`src/sv/msq_pkg.sv`:
```
`timescale 1ns / 1ps
// ----------------------------------------------------------------------------
// msq_pkg: shared types and constants
// Types, codes and tables shared by the melody square-tone player modules.
// ----------------------------------------------------------------------------
package msq_pkg;

	localparam int SAMPLE_RATE_DEF = 48000;
	localparam int SAMPLE_BITS_DEF = 16;
	localparam int QUEUE_DEPTH     = 2;

	// serial divider operand widths
	localparam int DIV_NW = 27;
	localparam int DIV_DW = 21;

	localparam logic [7:0]  HDR_END     = 8'h81;
	localparam logic [7:0]  HDR_LONG_MAX = 8'h80;
	localparam logic [7:0]  CODE_SILENT = 8'hFF;
	localparam logic [20:0] TIMER_HZ    = 21'd1193180;
	// note length divide by 100 as a reciprocal multiply: ceil(2^30 / 100),
	// exact for products below 2^23
	localparam logic [23:0] LEN_RECIP   = 24'd10737419;
	localparam int          LEN_SHIFT   = 30;
	localparam logic [14:0] AMP_RESET   = 15'd4800;
	localparam logic [11:0] FADE_RESET  = 12'd240;

	typedef enum logic [0:0] {
		CFG_AMPLITUDE = 1'b0,
		CFG_FADE      = 1'b1
	} cfg_idx_t;

	typedef enum logic [1:0] {
		PH_HEADER = 2'd0,
		PH_DIV_LO = 2'd1,
		PH_DIV_HI = 2'd2,
		PH_CODE   = 2'd3
	} phase_t;

	typedef enum logic [3:0] {
		S_IDLE, S_EXEC, S_MUL, S_DIV_FADE, S_TICK,
		S_DIV_FREQ, S_DIV_PER, S_FIN, S_OUT
	} bstate_t;

	// classified input word
	typedef struct packed {
		logic        is_tick;
		logic [7:0]  data;
		logic        last;
		logic        hdr_end;
		logic        code_silent;
		logic        nib_ok;
		logic [15:0] code_div;
	} entry_t;

	typedef struct packed {
		logic [15:0] sample;
		logic        note_active;
		logic        byte_taken;
		logic        note_started;
		logic        note_skipped;
		logic        melody_ended;
	} result_t;

	// timer divider of one semitone, note number 1..12
	function automatic logic [15:0] semitone_div(input logic [3:0] nib);
		logic [15:0] d;
		unique case (nib)
			4'd1:    d = 16'h4742;
			4'd2:    d = 16'h4342;
			4'd3:    d = 16'h3F7C;
			4'd4:    d = 16'h3BEC;
			4'd5:    d = 16'h388F;
			4'd6:    d = 16'h3562;
			4'd7:    d = 16'h3264;
			4'd8:    d = 16'h2F8F;
			4'd9:    d = 16'h2CE4;
			4'd10:   d = 16'h2A5F;
			4'd11:   d = 16'h2802;
			4'd12:   d = 16'h25BF;
			default: d = 16'h0000;
		endcase
		return d;
	endfunction

endpackage

```
`src/sv/msq_front.sv`:
```
`timescale 1ns / 1ps
// ----------------------------------------------------------------------------
// msq_front: input classifier
// Accepts input words and decodes the byte fields that need no parser state.
// ----------------------------------------------------------------------------
module msq_front import msq_pkg::*; (
	input  logic       in_valid,
	output logic       in_stall,
	input  logic       func,
	input  logic [7:0] melody_byte,
	input  logic       last_byte,
	input  logic       q_full,
	output logic       push,
	output entry_t     entry
);

	logic [15:0] sdiv;
	logic [15:0] shifted;

	assign in_stall = q_full;
	assign push     = in_valid && !q_full;

	// compact note code: octave shift of the semitone divider, floor of one
	always_comb begin
		sdiv    = semitone_div(melody_byte[3:0]);
		shifted = sdiv >> melody_byte[7:4];
		entry.is_tick     = func;
		entry.data        = melody_byte;
		entry.last        = last_byte;
		entry.hdr_end     = (melody_byte == 8'h00) || (melody_byte == HDR_END);
		entry.code_silent = (melody_byte == CODE_SILENT);
		entry.nib_ok      = (melody_byte[3:0] >= 4'd1) && (melody_byte[3:0] <= 4'd12);
		entry.code_div    = (shifted == 16'd0) ? 16'd1 : shifted;
	end

endmodule

```
`src/sv/msq_fifo.sv`:
```
`timescale 1ns / 1ps
// ----------------------------------------------------------------------------
// msq_fifo: word queue
// Short queue between the classifier and the note engine.
// ----------------------------------------------------------------------------
module msq_fifo import msq_pkg::*; #(
	parameter int DEPTH = QUEUE_DEPTH
) (
	input  logic   clk,
	input  logic   arst_n,
	input  logic   push,
	input  entry_t wr_entry,
	input  logic   pop,
	output entry_t rd_entry,
	output logic   full,
	output logic   nonempty
);

	localparam int PW = (DEPTH > 1) ? $clog2(DEPTH) : 1;
	localparam int CW = $clog2(DEPTH + 1);

	entry_t         mem_q [DEPTH];
	logic [PW-1:0]  wptr_q, rptr_q;
	logic [CW-1:0]  count_q;

	assign full     = (count_q == CW'(DEPTH));
	assign nonempty = (count_q != '0);
	assign rd_entry = mem_q[rptr_q];

	// storage
	always_ff @(posedge clk) begin
		if (push) begin
			mem_q[wptr_q] <= wr_entry;
		end
	end

	// pointers and fill count
	always_ff @(posedge clk or negedge arst_n) begin
		if (!arst_n) begin
			wptr_q  <= '0;
			rptr_q  <= '0;
			count_q <= '0;
		end else begin
			if (push) begin
				wptr_q <= (wptr_q == PW'(DEPTH - 1)) ? '0 : wptr_q + 1'b1;
			end
			if (pop) begin
				rptr_q <= (rptr_q == PW'(DEPTH - 1)) ? '0 : rptr_q + 1'b1;
			end
			if (push && !pop) begin
				count_q <= count_q + 1'b1;
			end else if (pop && !push) begin
				count_q <= count_q - 1'b1;
			end
		end
	end

endmodule

```
`src/sv/msq_div.sv`:
```
`timescale 1ns / 1ps
// ----------------------------------------------------------------------------
// msq_div: serial divider
// Restoring unsigned divider, one quotient bit per cycle.
// ----------------------------------------------------------------------------
module msq_div import msq_pkg::*; #(
	parameter int NW = DIV_NW,
	parameter int DW = DIV_DW
) (
	input  logic          clk,
	input  logic          arst_n,
	input  logic          start,
	input  logic [NW-1:0] num,
	input  logic [DW-1:0] den,
	output logic          done,
	output logic [NW-1:0] quo
);

	localparam int CW = $clog2(NW + 1);

	logic [NW-1:0] quo_q;
	logic [DW-1:0] den_q, rem_q;
	logic [CW-1:0] cnt_q;
	logic          done_q;
	logic [DW:0]   trial, diff;
	logic          ge;

	assign trial = {rem_q, quo_q[NW-1]};
	assign ge    = trial >= {1'b0, den_q};
	assign diff  = trial - {1'b0, den_q};
	assign done  = done_q;
	assign quo   = quo_q;

	// datapath
	always_ff @(posedge clk) begin
		if (start) begin
			quo_q <= num;
			den_q <= den;
			rem_q <= '0;
		end else if (cnt_q != '0) begin
			quo_q <= {quo_q[NW-2:0], ge};
			rem_q <= ge ? diff[DW-1:0] : trial[DW-1:0];
		end
	end

	// bit counter
	always_ff @(posedge clk or negedge arst_n) begin
		if (!arst_n) begin
			cnt_q  <= '0;
			done_q <= 1'b0;
		end else begin
			done_q <= (cnt_q == CW'(1)) && !start;
			if (start) begin
				cnt_q <= CW'(NW);
			end else if (cnt_q != '0) begin
				cnt_q <= cnt_q - 1'b1;
			end
		end
	end

endmodule

```
`src/sv/msq_back.sv`:
```
`timescale 1ns / 1ps
// ----------------------------------------------------------------------------
// msq_back: note engine
// Parses queued bytes into notes and plays one square-wave sample per tick.
// ----------------------------------------------------------------------------
module msq_back import msq_pkg::*; #(
	parameter int SAMPLE_RATE = SAMPLE_RATE_DEF,
	parameter int SAMPLE_BITS = SAMPLE_BITS_DEF
) (
	input  logic              clk,
	input  logic              arst_n,
	input  logic              cfg_wr_en,
	input  logic [0:0]        cfg_index,
	input  logic [14:0]       cfg_data,
	input  logic              q_nonempty,
	input  entry_t            q_entry,
	output logic              pop,
	output logic              div_start,
	output logic [DIV_NW-1:0] div_num,
	output logic [DIV_DW-1:0] div_den,
	input  logic              div_done,
	input  logic [DIV_NW-1:0] div_quo,
	output logic              out_valid,
	input  logic              out_stall,
	output result_t           out_res
);

	localparam logic [14:0] AMP_LIM = 15'((1 << (SAMPLE_BITS - 1)) - 1);
	localparam logic [DIV_NW-1:0] RATE_N = DIV_NW'(SAMPLE_RATE);
	// sample rate folded into the length reciprocal
	localparam logic [63:0] LEN_K = 64'(SAMPLE_RATE) * 64'(LEN_RECIP);

	bstate_t     state_q, state_d;
	logic [14:0] amp_q;
	logic [11:0] fade_len_q;
	phase_t      phase_q;
	logic [7:0]  held_q, divlo_q;
	logic [11:0] period_q, pcount_q, fused_q, k_q, per_q;
	logic [10:0] half_q;
	logic [15:0] sidx_q, nlen_q, len_q, mag_q;
	logic        note_on_q, silent_q, nsil_q;
	entry_t      cur_q;
	logic [15:0] p_sample_q;
	logic        p_taken_q, p_started_q, p_skipped_q, p_ended_q;
	result_t     out_q;
	logic        out_valid_q;

	logic [14:0] amp_c;
	logic [15:0] rem_s, k_c;
	logic        byte_ok, ex_start, tick_mul, out_free;
	logic [15:0] ex_div;
	logic [47:0] len_prod;
	logic [DIV_NW-1:0] per_t;
	logic [11:0] per_m;
	logic [14:0] n_half;
	logic [12:0] pc_next;
	logic [16:0] si_next;
	logic [11:0] per_fin;

	assign amp_c    = (amp_q > AMP_LIM) ? AMP_LIM : amp_q;
	assign out_free = !out_valid_q || !out_stall;
	assign out_valid = out_valid_q;
	assign out_res   = out_q;

	// note length in samples: rate * duration / 100
	assign len_prod = {8'b0, LEN_K[39:0]} * {40'b0, held_q};

	// fade envelope factor
	always_comb begin
		rem_s = nlen_q - 16'd1 - sidx_q;
		if (sidx_q < {4'b0, fused_q}) begin
			k_c = sidx_q;
		end else if (rem_s < {4'b0, fused_q}) begin
			k_c = rem_s;
		end else begin
			k_c = {4'b0, fused_q};
		end
	end

	// decode of the current word
	always_comb begin
		byte_ok  = !cur_q.is_tick && !note_on_q;
		tick_mul = cur_q.is_tick && note_on_q && !silent_q && (fused_q != '0);
		ex_start = 1'b0;
		ex_div   = '0;
		unique case (phase_q)
			PH_DIV_HI: begin
				ex_start = 1'b1;
				ex_div   = {cur_q.data, divlo_q};
			end
			PH_CODE: begin
				if (cur_q.code_silent) begin
					ex_start = 1'b1;
				end else if (cur_q.nib_ok) begin
					ex_start = 1'b1;
					ex_div   = cur_q.code_div;
				end
			end
			default: ;
		endcase
		ex_start = ex_start && byte_ok;
	end

	// period clamp and note arithmetic
	always_comb begin
		per_t   = (div_quo < DIV_NW'(2)) ? DIV_NW'(2) : div_quo;
		per_m   = (per_t[11:0] < 12'd2) ? 12'd2 : per_t[11:0];
		n_half  = len_q[15:1];
		pc_next = {1'b0, pcount_q} + 13'd1;
		si_next = {1'b0, sidx_q} + 17'd1;
		per_fin = nsil_q ? 12'd2 : per_q;
	end

	// next state and divider requests
	always_comb begin
		state_d   = state_q;
		pop       = 1'b0;
		div_start = 1'b0;
		div_num   = '0;
		div_den   = '0;
		unique case (state_q)
			S_IDLE: begin
				if (q_nonempty) begin
					pop     = 1'b1;
					state_d = S_EXEC;
				end
			end
			S_EXEC: begin
				if (cur_q.is_tick) begin
					if (tick_mul) begin
						state_d = S_MUL;
					end else if (note_on_q) begin
						state_d = S_TICK;
					end else begin
						state_d = S_OUT;
					end
				end else if (ex_start) begin
					if (ex_div == '0) begin
						state_d = S_FIN;
					end else begin
						div_start = 1'b1;
						div_num   = {6'b0, TIMER_HZ};
						div_den   = {5'b0, ex_div};
						state_d   = S_DIV_FREQ;
					end
				end else begin
					state_d = S_OUT;
				end
			end
			S_MUL: begin
				div_start = 1'b1;
				div_num   = {12'b0, amp_c} * {15'b0, k_q};
				div_den   = {9'b0, fused_q};
				state_d   = S_DIV_FADE;
			end
			S_DIV_FADE: begin
				if (div_done) begin
					state_d = S_TICK;
				end
			end
			S_DIV_FREQ: begin
				if (div_done) begin
					if (div_quo == '0) begin
						state_d = S_FIN;
					end else begin
						div_start = 1'b1;
						div_num   = RATE_N;
						div_den   = div_quo[DIV_DW-1:0];
						state_d   = S_DIV_PER;
					end
				end
			end
			S_DIV_PER: begin
				if (div_done) begin
					state_d = S_FIN;
				end
			end
			S_FIN, S_TICK: state_d = S_OUT;
			S_OUT: begin
				if (out_free) begin
					state_d = S_IDLE;
				end
			end
			default: state_d = S_IDLE;
		endcase
	end

	// state register
	always_ff @(posedge clk or negedge arst_n) begin
		if (!arst_n) begin
			state_q <= S_IDLE;
		end else begin
			state_q <= state_d;
		end
	end

	// working registers that need no reset
	always_ff @(posedge clk) begin
		if (pop) begin
			cur_q <= q_entry;
		end
		unique case (state_q)
			S_EXEC: begin
				mag_q  <= silent_q ? 16'd0 : {1'b0, amp_c};
				k_q    <= k_c[11:0];
				len_q  <= len_prod[LEN_SHIFT +: 16];
				nsil_q <= (ex_div == '0);
			end
			S_DIV_FADE: if (div_done) mag_q <= div_quo[15:0];
			S_DIV_FREQ: if (div_done && div_quo == '0) nsil_q <= 1'b1;
			S_DIV_PER: if (div_done) per_q <= per_m;
			default: ;
		endcase
	end

	// configuration, parser and note state, result register
	always_ff @(posedge clk or negedge arst_n) begin
		if (!arst_n) begin
			amp_q       <= AMP_RESET;
			fade_len_q  <= FADE_RESET;
			phase_q     <= PH_HEADER;
			held_q      <= '0;
			divlo_q     <= '0;
			period_q    <= 12'd2;
			half_q      <= 11'd1;
			pcount_q    <= '0;
			sidx_q      <= '0;
			nlen_q      <= '0;
			fused_q     <= '0;
			note_on_q   <= 1'b0;
			silent_q    <= 1'b0;
			p_sample_q  <= '0;
			p_taken_q   <= 1'b0;
			p_started_q <= 1'b0;
			p_skipped_q <= 1'b0;
			p_ended_q   <= 1'b0;
			out_q       <= '0;
			out_valid_q <= 1'b0;
		end else begin
			if (cfg_wr_en) begin
				unique case (cfg_idx_t'(cfg_index))
					CFG_AMPLITUDE: amp_q      <= cfg_data;
					CFG_FADE:      fade_len_q <= cfg_data[11:0];
				endcase
			end

			unique case (state_q)
				// byte parsing and result defaults
				S_EXEC: begin
					p_sample_q  <= '0;
					p_taken_q   <= byte_ok;
					p_started_q <= 1'b0;
					p_skipped_q <= 1'b0;
					p_ended_q   <= 1'b0;
					if (byte_ok) begin
						unique case (phase_q)
							PH_HEADER: begin
								if (cur_q.hdr_end || cur_q.last) begin
									p_ended_q <= 1'b1;
								end else if (cur_q.data <= HDR_LONG_MAX) begin
									held_q  <= cur_q.data;
									phase_q <= PH_DIV_LO;
								end else begin
									held_q  <= cur_q.data - HDR_END;
									phase_q <= PH_CODE;
								end
							end
							PH_DIV_LO: begin
								if (cur_q.last) begin
									p_ended_q <= 1'b1;
									phase_q   <= PH_HEADER;
								end else begin
									divlo_q <= cur_q.data;
									phase_q <= PH_DIV_HI;
								end
							end
							PH_DIV_HI: phase_q <= PH_HEADER;
							PH_CODE: begin
								phase_q <= PH_HEADER;
								if (!cur_q.code_silent && !cur_q.nib_ok) begin
									p_skipped_q <= 1'b1;
								end
							end
						endcase
					end
				end
				// note start
				S_FIN: begin
					if (len_q != '0) begin
						note_on_q   <= 1'b1;
						silent_q    <= nsil_q;
						period_q    <= per_fin;
						half_q      <= per_fin[11:1];
						pcount_q    <= '0;
						sidx_q      <= '0;
						nlen_q      <= len_q;
						fused_q     <= ({3'b0, fade_len_q} > n_half) ? n_half[11:0]
						               : fade_len_q;
						p_started_q <= 1'b1;
					end
				end
				// one sample and counter advance
				S_TICK: begin
					p_sample_q <= (pcount_q < {1'b0, half_q}) ? mag_q : 16'd0 - mag_q;
					pcount_q   <= (pc_next >= {1'b0, period_q}) ? '0 : pc_next[11:0];
					sidx_q     <= si_next[15:0];
					if (si_next >= {1'b0, nlen_q}) begin
						note_on_q <= 1'b0;
					end
				end
				default: ;
			endcase

			// output register
			if (state_q == S_OUT && out_free) begin
				out_q.sample       <= p_sample_q;
				out_q.note_active  <= note_on_q;
				out_q.byte_taken   <= p_taken_q;
				out_q.note_started <= p_started_q;
				out_q.note_skipped <= p_skipped_q;
				out_q.melody_ended <= p_ended_q;
				out_valid_q        <= 1'b1;
			end else if (!out_stall) begin
				out_valid_q <= 1'b0;
			end
		end
	end

`ifndef SYNTHESIS
	a_period_min: assert property (@(posedge clk) disable iff (!arst_n)
		note_on_q |-> period_q >= 12'd2)
		else $error("period below two while a note plays");
	a_half_len: assert property (@(posedge clk) disable iff (!arst_n)
		note_on_q |-> half_q == period_q[11:1])
		else $error("half period out of step with period");
	a_phase_range: assert property (@(posedge clk) disable iff (!arst_n)
		note_on_q |-> pcount_q < period_q)
		else $error("phase counter past period");
	a_out_load: assert property (@(posedge clk) disable iff (!arst_n)
		(state_q == S_OUT && out_free) |=> out_valid_q)
		else $error("result not presented");
`endif

endmodule

```
`src/sv/melody_square_tone_player.sv`:
```
`timescale 1ns / 1ps
// ----------------------------------------------------------------------------
// melody_square_tone_player: melody parser and square-wave tone generator
// Parses melody bytes into notes and answers each sample tick with a sample.
// ----------------------------------------------------------------------------
// Each input word gives exactly one result word, and the engine works on one
// word at a time. A sample tick of a sounding note with a nonzero fade
// length takes one 27-bit serial divide that scales the amplitude. A byte
// that completes a note gets frequency and then period from two divides on
// the one shared serial divider (the note length is a reciprocal multiply);
// a note with divider zero skips both divides. A stalled result holds the
// engine until it is taken. A two-word queue at the input and a result
// register at the output let the input keep accepting while a result waits
// to be taken.
module melody_square_tone_player import msq_pkg::*; #(
	parameter int SAMPLE_RATE = SAMPLE_RATE_DEF,
	parameter int SAMPLE_BITS = SAMPLE_BITS_DEF
) (
	input  logic               clk,
	input  logic               arst_n,
	input  logic               cfg_wr_en,
	input  logic [0:0]         cfg_index,
	input  logic [14:0]        cfg_data,
	input  logic               in_valid,
	output logic               in_stall,
	input  logic               func,
	input  logic [7:0]         melody_byte,
	input  logic               last_byte,
	output logic               out_valid,
	input  logic               out_stall,
	output logic signed [15:0] sample,
	output logic               note_active,
	output logic               byte_taken,
	output logic               note_started,
	output logic               note_skipped,
	output logic               melody_ended
);

	logic              q_full, q_nonempty, push, pop;
	entry_t            wr_entry, rd_entry;
	logic              div_start, div_done;
	logic [DIV_NW-1:0] div_num, div_quo;
	logic [DIV_DW-1:0] div_den;
	result_t           res;

	msq_front u_front (
		.in_valid    (in_valid),
		.in_stall    (in_stall),
		.func        (func),
		.melody_byte (melody_byte),
		.last_byte   (last_byte),
		.q_full      (q_full),
		.push        (push),
		.entry       (wr_entry)
	);

	msq_fifo #(.DEPTH(QUEUE_DEPTH)) u_fifo (
		.clk      (clk),
		.arst_n   (arst_n),
		.push     (push),
		.wr_entry (wr_entry),
		.pop      (pop),
		.rd_entry (rd_entry),
		.full     (q_full),
		.nonempty (q_nonempty)
	);

	msq_div #(.NW(DIV_NW), .DW(DIV_DW)) u_div (
		.clk    (clk),
		.arst_n (arst_n),
		.start  (div_start),
		.num    (div_num),
		.den    (div_den),
		.done   (div_done),
		.quo    (div_quo)
	);

	msq_back #(.SAMPLE_RATE(SAMPLE_RATE), .SAMPLE_BITS(SAMPLE_BITS)) u_back (
		.clk        (clk),
		.arst_n     (arst_n),
		.cfg_wr_en  (cfg_wr_en),
		.cfg_index  (cfg_index),
		.cfg_data   (cfg_data),
		.q_nonempty (q_nonempty),
		.q_entry    (rd_entry),
		.pop        (pop),
		.div_start  (div_start),
		.div_num    (div_num),
		.div_den    (div_den),
		.div_done   (div_done),
		.div_quo    (div_quo),
		.out_valid  (out_valid),
		.out_stall  (out_stall),
		.out_res    (res)
	);

	assign sample       = res.sample;
	assign note_active  = res.note_active;
	assign byte_taken   = res.byte_taken;
	assign note_started = res.note_started;
	assign note_skipped = res.note_skipped;
	assign melody_ended = res.melody_ended;

endmodule
```
`config.mk`:
```
export PLATFORM = sky130hd
export DESIGN_NAME = melody_square_tone_player
export DESIGN_NICKNAME = d
export VERILOG_FILES = /design/src/sv/msq_pkg.sv /design/src/sv/msq_front.sv /design/src/sv/msq_fifo.sv /design/src/sv/msq_div.sv /design/src/sv/msq_back.sv /design/src/sv/melody_square_tone_player.sv
export SDC_FILE = /design/constraint.sdc
export NUM_CORES = 1
export LEC_CHECK = 0
export BUFFER_PORTS_ARGS = -buffer_cell sky130_fd_sc_hd__buf_2
export CAP_MARGIN = 20
export CORE_MARGIN = 10
export CORE_UTILIZATION = 42
export CTS_CLUSTER_SIZE = 16
export DETAILED_ROUTE_END_ITERATION = 12
export SYNTH_ARGS = -nofsm -noshare
export SYNTH_HDL_FRONTEND = slang
export SYNTH_SLANG_ARGS = --single-unit
export TNS_END_PERCENT = 5
```
`constraint.sdc`:
```
create_clock -name clk -period 7.75 [get_ports clk]
set_clock_uncertainty 0.2 [all_clocks]
set_input_delay 0.775 -clock clk [delete_from_list [all_inputs] [get_ports clk]]
set_output_delay 0.775 -clock clk [all_outputs]
set_load 0.05 [all_outputs]
```
After elaboration in Yosys (flattened, before gate mapping)
Memory sizes are Yosys's and may differ from the RTL's. A register that Yosys moved wholly into a read port is not among the register bits.
Cells that the tools add are included.
{"block": "totals", "reg_bits": 308, "mem_bits_rw": 58, "mem_bits_ro": 240, "input_bits": 31, "elab_cells": 242, "mem_count": 2}
{"block": "op_classes", "n_addsub": 12, "mul": 2, "order_cmp": 13, "n_eq_ne": 25, "n_shift": 1, "mux": 86, "bitwise_logic": 3, "reduce_logical": 59}
{"memory": "(no name shown)", "depth": 16, "width": 15, "read_ports": 1, "rd_clocked_by_memory_dff": 0, "write_ports": 0, "line_no": "msq_pkg.sv:67", "source": "unique case (nib)"}
{"memory": "u_fifo.mem_q", "depth": 2, "width": 29, "read_ports": 1, "rd_clocked_by_memory_dff": 1, "write_ports": 1, "line_no": "msq_fifo.sv:22", "source": "entry_t mem_q [DEPTH];"}
{"operator": "2-to-1 mux 27 bit", "n": 5}
{"operator": "2-to-1 mux 16 bit", "n": 8}
{"operator": "case mux 16 bit (2 select lines)", "n": 4}
{"operator": "2-to-1 mux 21 bit", "n": 6}
{"operator": "2-to-1 mux 12 bit", "n": 7}
{"operator": "case mux 27 bit (3 select lines)", "n": 1}
{"operator": "case mux 21 bit (3 select lines)", "n": 1}
{"operator": "multiplier 32 x 8 -> 39 bit (first input constant)", "n": 1}
{"operator": "2-to-1 mux 4 bit", "n": 9}
{"operator": "logical NOT 16 bit", "n": 2}
{"operator": "< comparator 16 x 12 -> 1 bit", "n": 2}
{"operator": "case mux 4 bit (8 select lines)", "n": 1}
{"operator": "2-to-1 mux 15 bit", "n": 2}
{"operator": "logical NOT 27 bit", "n": 1}
{"operator": "< comparator 27 x 2 -> 1 bit (second input constant)", "n": 1}
{"operator": "multiplier 15 x 12 -> 27 bit", "n": 1}
{"operator": "2-to-1 mux 1 bit", "n": 25}
{"operator": "case mux 12 bit (2 select lines)", "n": 1}
{"operator": ">= comparator 22 x 21 -> 1 bit", "n": 1}
{"operator": "subtractor 21 bit", "n": 1}
{"operator": "adder 16 x 1 -> 17 bit (second input constant)", "n": 1}
{"operator": ">= comparator 17 x 16 -> 1 bit", "n": 1}
{"operator": "equality test 4 x 3 -> 1 bit (second input constant)", "n": 4}
{"operator": "equality test 8 bit (second input constant)", "n": 2}
{"operator": "48 further kinds", "n": 113}

Depth between registers and ports, before layout
Gate-level depths: netlist of run 1.
{"block": "logic_depth", "ltp_word": 10, "mapped_depth": 22, "ltp_nobuf": 21}

By module
Synthesis of run 1 repeated with hierarchy kept, for this count alone.
{"block": "unflattened", "hier_cells": 2871, "hier_area_um2": 28223.3}
{"mod": "msq_back", "instances": 1, "cells_per_inst": 2107, "area_each_um2": 19652.6, "seq_area_each_um2": 6347.3}
{"mod": "msq_div", "instances": 1, "cells_per_inst": 387, "area_each_um2": 4250.3, "seq_area_each_um2": 2011.9}
{"mod": "msq_fifo", "instances": 1, "cells_per_inst": 106, "area_each_um2": 2399.8, "seq_area_each_um2": 1841.8}
{"mod": "msq_front", "instances": 1, "cells_per_inst": 271, "area_each_um2": 1920.6, "seq_area_each_um2": 0.0}

Worst setup path after synthesis of run 1
OpenSTA, ideal clock, no wires.
{"block": "synth_timing", "path_type": "register to register", "from": "register u_back.amp_q[6]", "to": "register u_div.quo_q[25] (netlist: u_div.quo[25]) (data pin)", "t_arrival_ps": 5246, "required_ps": 7294, "path_slack_ps": 2048, "stages_incl_launch_ff": 20, "path_buffers": 1, "synth_period_minus_slack_ps": 5702, "path_cell_list": "dfstp_2 clkbuf_1 nand2_1 fa_1 fa_1 fa_1 inv_1 fa_1 inv_1 fa_1 inv_1 ha_1 o21ai_0 nand2b_1 a41oi_1 o21ai_1 a31oi_1 o41ai_1 xor2_1 a22o_1"}
{"block": "synth_between", "elab_chain_len": 5}
{"item": "start: declaration", "line_no": "msq_back.sv:34", "source": "logic [14:0] amp_q;"}
{"item": "start signal: assignment", "line_no": "msq_back.sv:242", "source": "CFG_AMPLITUDE: amp_q <= cfg_data;"}
{"item": "greater-than comparator 15 bit", "line_no": "msq_back.sv:60", "source": "assign amp_c = (amp_q > AMP_LIM) ? AMP_LIM : amp_q;"}
{"item": "2-to-1 mux 15 bit *", "line_no": "msq_back.sv:60"}
{"item": "multiplier 15 x 12 -> 27 bit *", "line_no": "msq_back.sv:152", "source": "div_num = {12'b0, amp_c} * {15'b0, k_q};"}
{"item": "case mux 27 bit (3 select lines) *", "line_no": "msq_back.sv:121", "source": "unique case (state_q)"}
{"item": "2-to-1 mux 27 bit *", "line_no": "msq_div.sv:36", "source": "if (start) begin"}
{"item": "end signal: assignment", "line_no": "msq_div.sv:37", "source": "quo_q <= num;"}
{"item": "end signal: assignment", "line_no": "msq_div.sv:41", "source": "quo_q <= {quo_q[NW-2:0], ge};"}
{"item": "end: declaration", "line_no": "msq_div.sv:21", "source": "logic [NW-1:0] quo_q;"}
Mark *: on every way between the ends. The rest lies on a longest branch, timed or not.
A chain may end at the register's enable or synchronous reset.

Worst setup path in the final report of run 1
{"block": "layout_timing", "from": "register u_back.k_q[5]", "to": "register u_div.quo_q[26] (netlist: u_div.quo[26]) (data pin)"}
{"block": "layout_between", "elab_chain_len": 3}
{"item": "start: declaration", "line_no": "msq_back.sv:38", "source": "logic [11:0] period_q, pcount_q, fused_q, k_q, per_q;"}
{"item": "start signal: assignment", "line_no": "msq_back.sv:205", "source": "k_q <= k_c[11:0];"}
{"item": "multiplier 15 x 12 -> 27 bit", "line_no": "msq_back.sv:152"}
{"item": "case mux 27 bit (3 select lines)", "line_no": "msq_back.sv:121"}
{"item": "2-to-1 mux 27 bit", "line_no": "msq_div.sv:36"}
No other way between the ends.

==> qor.yml, run 1 <==
run_status:
  status: "finished with violations"
  violations: "negative hold slack"
layout:
  drive_above_1_share: 0.0949
  final_common_cell: "nand2_1"
  area_growth_pct: 9.43
  regArea_um2: 10100
  nets: 3057
  multi_input_area_um2: 14700
  instances_no_fill: 3566
  mostFrequentLayoutCells: "nand2_1 (331), inv_1 (320), ha_1 (200)"
  nFillCells: 5933
logic_synthesis:
  postSynthAreaPerCell_um2: 9.83
  seq_area_frac_synth: 0.380
  synthFlopType: "edfxtp_1"
  ys_async_sr_fraction: 0.447
  synth_edf_count: 184
  synth.cell_area_um2: 26600
  ys_ff_latch: 371
  yosysTopAreaCell: "edfxtp_1"
  synthCells: 2703
  synth_top_area_share: 0.208
  yosysWarningCount: 0
  syn_nets: 3076
  yosys-top-cells-area: "edfxtp_1 (21%), dfrtp_1 (15%), fa_1 (11%)"
  synth.distinct_cells: 76
detailed_routing:
  wl_mm: 66.1
  first_pass_iters: 5
  remaining_drc_errors: 0
  ant_nets: 0
  num_vias: 19200
  wl_per_cell_um: 18.5
  vias_per_cell: 5.39
  drt_iter0_drc: 1298
worst_setup_path:
  endpoint_kind: "flip-flop"
  cpPeakStageDelay_ns: 0.67
  cpMaxStageDelayCell: "edfxtp_1"
  arrival_ns: 6.30
  critPathKind: "reg -> reg"
  cp-start-kind: "flip-flop"
  path_common_cell: "fa_1"
  critical_path_required_ns: 7.89
  critPathMaxFanout: 15
  path_cells: "nand2_1, fa_1, fa_1, fa_1, inv_1, fa_1, inv_1, fa_1, inv_1, ha_1, nor3_1, a21boi_0, o21ai_1, a211oi_1, o211ai_1, a31oi_1, xnor2_1, a22o_1"
  rrSetupSlack_ns: 1.59
floorplan:
  core_area_um2: 62900
  die-area_um2: 73700
  die_w_um: 272
  die_y_um: 272
  num_rows: 92
  initial_core_util: 0.423
  pin_count: 54
timing:
  rsz0062_at_grt: "false"
  finalCriticalPeriod_ns: 6.16
  tightest_slew_ns: 1.07
  fin_hold_ws_ns: -0.0298
  max_freq_ghz: 0.162
  drv_slew: 0
  timing.final.crit_share: 0.795
  setup_viol_count_final: 0
  slew_headroom: 0.288
  finalSetupTns_ns: 0
  hold_violations: 5
clock_tree:
  cts_made_buffers: 43
  cts_sinks: 371
  post_cts_buffers: 0
  htreeDepth: 2
  clk_path_buf_depth: 3
  cts_tree: "yes"
  path_clk_slew_ns: 0.07
  cts_resized: 0
  cts_root_buffer: "clkbuf_16"
  insertion_delay_ns: 0.60
  cts_hold_buf: 0
global_routing:
  grt_remaining_overflow: 0
  grt_start_max_net_pins: 69
  antenna_found_initial: 7
  grt_usage: 0.180
  grt_pass1_wl_mm: 108
  grt_pass1_vias: 19600
placed_design:
  dp_cells: 3483
  post-dp-hpwl_mm: 51.1
  gp_congestion: 0.913
  portBuffers: 53
flow_run:
  maxCapViolCount: 0
min_path:
  min_path_type: "in -> async"
per-stage QoR:
| step | instance area [um^2] | utilization | worst slack [ns] | hold slack [ns] |
|---|---|---|---|---|
| 2_1_floorplan | 26600 | - | 2.05 | 0.243 |
| 3_3_place_gp | 27500 | 0.438 | 1.73 | 0.257 |
| 3_5_place_dp | 27500 | 0.438 | 1.67 | 0.272 |
| 4_1_cts | 29000 | 0.462 | 1.67 | 0.00793 |
| 5_1_grt | 29100 | 0.463 | 1.21 | 0.00636 |
| 6_report | 29100 | 0.463 | 1.59 | -0.0298 |
sequential cells by signal (all words and copies together) (netlist names), 12 cells and up:
name / flops
u_fifo.mem_q: 56
u_back.cur_q: 28
u_div.quo: 27
u_back.out_res: 21
u_div.den_q: 21
u_div.rem_q: 21
u_back.mag_q: 16
u_back.p_sample_q: 16
u_back.sidx_q: 16
u_back.amp_q: 15
u_back.fade_len_q: 12
u_back.fused_q: 12
u_back.k_q: 12
u_back.pcount_q: 12
u_back.per_q: 12
final timing paths:
path / startpoint / to / depth (start not counted)
worst max-delay path: u_back.k_q[5] / u_div.quo[26] / 18
worst min-delay path: arst_n / u_back.held_q[6] / 1
worst max register to register: u_back.k_q[5] / u_div.quo[26] / 18
worst min register to register: u_back.divlo_q[4] / u_back.divlo_q[4] / 2
max in group asynchronous: arst_n / u_div.cnt_q[3] / 2
min in group clk: last_byte / u_fifo.mem_q[0][19] / 1
Yosys cell counts, drive strengths merged, types with 17 or more instances:
| library cell | n |
|---|---|
| edfxtp | 184 |
| nor3 | 42 |
| inv | 323 |
| nand2 | 331 |
| a211oi | 33 |
| nor2b | 19 |
| dfrtp | 157 |
| mux2 | 88 |
| dfxtp | 21 |
| xor2 | 31 |
| nand3 | 49 |
| a21o | 33 |
| xnor2 | 74 |
| nand4 | 17 |
| and2 | 76 |
| clkbuf | 118 |
| mux2i | 45 |
| o21a | 20 |
| ha | 200 |
| nor4 | 25 |
| and3 | 31 |
| a22o | 25 |
| nor2 | 107 |
| a21oi | 84 |
| fa | 142 |
| o21ai | 201 |
| nand2b | 40 |
cell type report:
class | instances | share of cell area
Multi-Input combinational cell | 1875 | 0.507
Sequential cell | 371 | 0.348
Inverter | 323 | 0.0417
Clock buffer | 52 | 0.0399
Tap cell | 846 | 0.0364
Timing Repair Buffer | 70 | 0.0158
Clock inverter | 28 | 0.0116
Antenna cell | 1 | 0.0000860
layer usage:
layer | share of wire | wire, um | GRT usage | up-vias
li1 | - | - | - | 9207
met4 | 0.029 | 1920 | 0.0560 | 12
met5 | 0.0012 | 76 | 0 | -
met1 | 0.45 | 29400 | 0.237 | 9435
met3 | 0.052 | 3450 | 0.0293 | 121
met2 | 0.47 | 31200 | 0.300 | 432
kinds of logic after synthesis:
kind of cell	synth area share
multiplexers	0.0568
flip-flops	0.380
buffers and inverters	0.0654
AND/OR/NAND/NOR	0.139
XOR/XNOR	0.0346
adder cells (fa/ha/maj)	0.201
AO/OA/AOI/OAI	0.123
worst max-delay path: cells and delay by family (launching register included):
family                   cells  cell delay [ns]
adder cells (fa/ha/maj)      6             2.79
AO/OA/AOI/OAI                6             1.61
flip-flops                   1             0.67
AND/OR/NAND/NOR              2             0.40
buffers and inverters        3             0.15
XOR/XNOR                     1             0.09
Power of run 1 is left out: the tool's default activity adds up to more than one toggle a clock period on the data nets, which glitch-free logic cannot reach.
==> run 2, diff against run 1 <==
clock period = 6.38 ns   (was 7.75 ns; I/O delays follow)
==> run 2 against run 1 <==
  * The run now ends clean
  * Maximum frequency up 2.2%
  * Wire length up 1.3%
  * Hold slack better by 0.14 ns
  * Via count up 0.21%
  * Worst setup slack worse by 1.2 ns
  * Register-to-register slack worse by 1.2 ns
  * First-iteration DRC count down 10%
  * Final cell count up 0.53%
  * Critical path type unchanged
  * Highest routed layer unchanged
==> qor.yml, run 2 (synthesis gave the netlist of run 1 again) <==
timing:
  max_freq_ghz: 0.166  # was 0.162 GHz
  hold_violations: 0  # was 5
  drv_slew: 0  # unchanged
  slew_headroom: 0.300  # was 0.288
  setup_viol_count_final: 0  # unchanged
  tightest_slew_ns: 1.05  # was 1.07 ns
  finalSetupTns_ns: 0  # unchanged
  finalCriticalPeriod_ns: 6.03  # was 6.16 ns
  timing.final.crit_share: 0.945  # was 0.795
  rsz0062_at_grt: "false"  # unchanged
worst_setup_path:
  critPathKind: "reg -> reg"  # unchanged
  critical_path_required_ns: 6.49  # was 7.89 ns
  cpPeakStageDelay_ns: 0.71  # was 0.67 ns
  r2r_start: "u_back.k_q[6]"  # was u_back.k_q[5]
  path_common_cell: "fa_1"  # unchanged
  rrSetupSlack_ns: 0.35  # was 1.59 ns
  critPathMaxFanout: 15  # unchanged
  cp-start-kind: "flip-flop"  # unchanged
  r2r-end: "u_div.quo[25]"  # was u_div.quo[26]
  path_cells: "nand2_1, fa_1, fa_1, fa_1, inv_1, fa_1, inv_1, fa_1, inv_1, ha_1, o21ai_0, nand2b_1, a41oi_1, o21ai_1, a31oi_1, o41ai_1, xor2_1, a22o_1"  # was nand2_1, fa_1, fa_1, fa_1, inv_1, fa_1, inv_1, fa_1, inv_1, ha_1, nor3_1, a21boi_0, o21ai_1, a211oi_1, o211ai_1, a31oi_1, xnor2_1, a22o_1
  arrival_ns: 6.14  # was 6.30 ns
  worstRegToRegCells: 18  # unchanged
  cpMaxStageDelayCell: "edfxtp_1"  # unchanged
  endpoint_kind: "flip-flop"  # unchanged
detailed_routing:
  num_vias: 19200  # about the same
  wl_per_cell_um: 18.7  # was 18.5 um
  first_pass_iters: 5  # unchanged
  wl_mm: 66.9  # was 66.1 mm
  remaining_drc_errors: 0  # unchanged
  vias_per_cell: 5.37  # was 5.39
  drt_iter0_drc: 1165  # was 1,298
  ant_nets: 0  # unchanged
clock_tree:
  clk_path_buf_depth: 3  # unchanged
  cts_root_buffer: "clkbuf_16"  # unchanged
  cts_made_buffers: 43  # unchanged
  cts_tree: "yes"  # unchanged
  htreeDepth: 2  # unchanged
  insertion_delay_ns: 0.60  # about the same
  cts_sinks: 371  # unchanged
  path_clk_slew_ns: 0.06  # was 0.07 ns
global_routing:
  grt_pass1_wl_mm: 108  # about the same
  antenna_found_initial: 4  # was 7
  grt_start_max_net_pins: 102  # was 69
  grt_usage: 0.181  # was 0.180
  grt_pass1_vias: 19700  # was 19,600
  grt_remaining_overflow: 0  # unchanged
layout:
  mostFrequentLayoutCells: "nand2_1 (331), inv_1 (320), ha_1 (200)"  # unchanged
  area_growth_pct: 10.0  # was 9.43%
  antenna_cells: 0  # was 1
  fin_area_um2: 29200  # was 29,100 um^2
  drive_above_1_share: 0.100  # was 0.0949
  nets: 3077  # was 3,057
  largest_reg_flops: 56  # unchanged
  top_register: "u_fifo.mem_q"  # unchanged
  final_common_cell: "nand2_1"  # unchanged
placed_design:
  post-dp-hpwl_mm: 51.8  # was 51.1 mm
  placed_cell_area_um2: 27600  # was 27,500 um^2
  portBuffers: 53  # unchanged
  gp_congestion: 0.919  # was 0.913
min_path:
  whs_path_depth: 2
  min_path_type: "in -> reg"  # was in -> async
  holdPathEnd: "u_back.amp_q[14]"
  hp-start: "cfg_data[14]"
floorplan:
  num_rows: 92  # unchanged
  die_w_um: 272  # unchanged
  pin_count: 54  # unchanged
  core_area_um2: 62900  # unchanged
  die_y_um: 272  # unchanged
  die-area_um2: 73700  # unchanged
  initial_core_util: 0.423  # unchanged
flow_run:
  maxCapViolCount: 0  # unchanged
run_status:
  status: "finished clean"  # was finished with violations
[run 2: what timing repair did]
action | in CTS | in global routing
gates resized for setup | 0 | 2
setup buffers | 0 | 7
setup endpoints to repair | 0 | 2
hold buffers | 3 | 0
endpoints found under the hold margin | 12 | 0
[run 2: final cells by class]
cell class / instances / area [um^2]
clock buffer: 58 / 1210
inverter: 323 / 1210
clock inverter: 22 / 254
multi-input combinational: 1875 / 14700
tap: 846 / 1060
fill: 5898 / 33600
timing repair buffer: 90 / 649
sequential: 371 / 10100
[run 2: worst max path at each step]
stage / startpoint / end
2_1_floorplan: u_back.amp_q[6] / u_div.quo[25]
3_3_place_gp: u_back.k_q[4] / u_div.quo[25]
3_5_place_dp: u_back.k_q[7] / u_div.quo[25]
4_1_cts: u_back.k_q[7] / u_div.quo[25]
5_1_grt: u_back.k_q[7] / u_div.quo[25]
6_report: u_back.k_q[6] / u_div.quo[25]
[run 2: worst max-delay path: cells and delay by family, from the launching register on]
kind                     cells  cell delay [ns]
XOR/XNOR                     1             0.11
AO/OA/AOI/OAI                6             1.51
buffers and inverters        3             0.14
flip-flops                   1             0.71
AND/OR/NAND/NOR              2             0.28
adder cells (fa/ha/maj)      6             2.79
[run 2: per-layer routing]
| metal | up-vias | global-route usage | wire [um] |
|---|---|---|---|
| met5 | - | 0 | 46 |
| met4 | 8 | 0.0510 | 1630 |
| met3 | 108 | 0.0250 | 3350 |
| met2 | 439 | 0.305 | 31900 |
| met1 | 9434 | 0.240 | 30000 |
| li1 | 9259 | - | - |
[run 2: metrics by stage]
stage | cells | hold WS (ns) | utilization | setup slack, ns
floorplan | 2703 | 0.142 | - | 0.678
finish | 3585 | 0.112 | 0.465 | 0.352
global placement | 3491 | 0.256 | 0.439 | 0.405
CTS | 3575 | 0.0872 | 0.463 | 0.316
global route | 3585 | 0.103 | 0.465 | 0.0180
detailed placement | 3492 | 0.260 | 0.439 | 0.373
Power of run 2 is left out for the same reason.
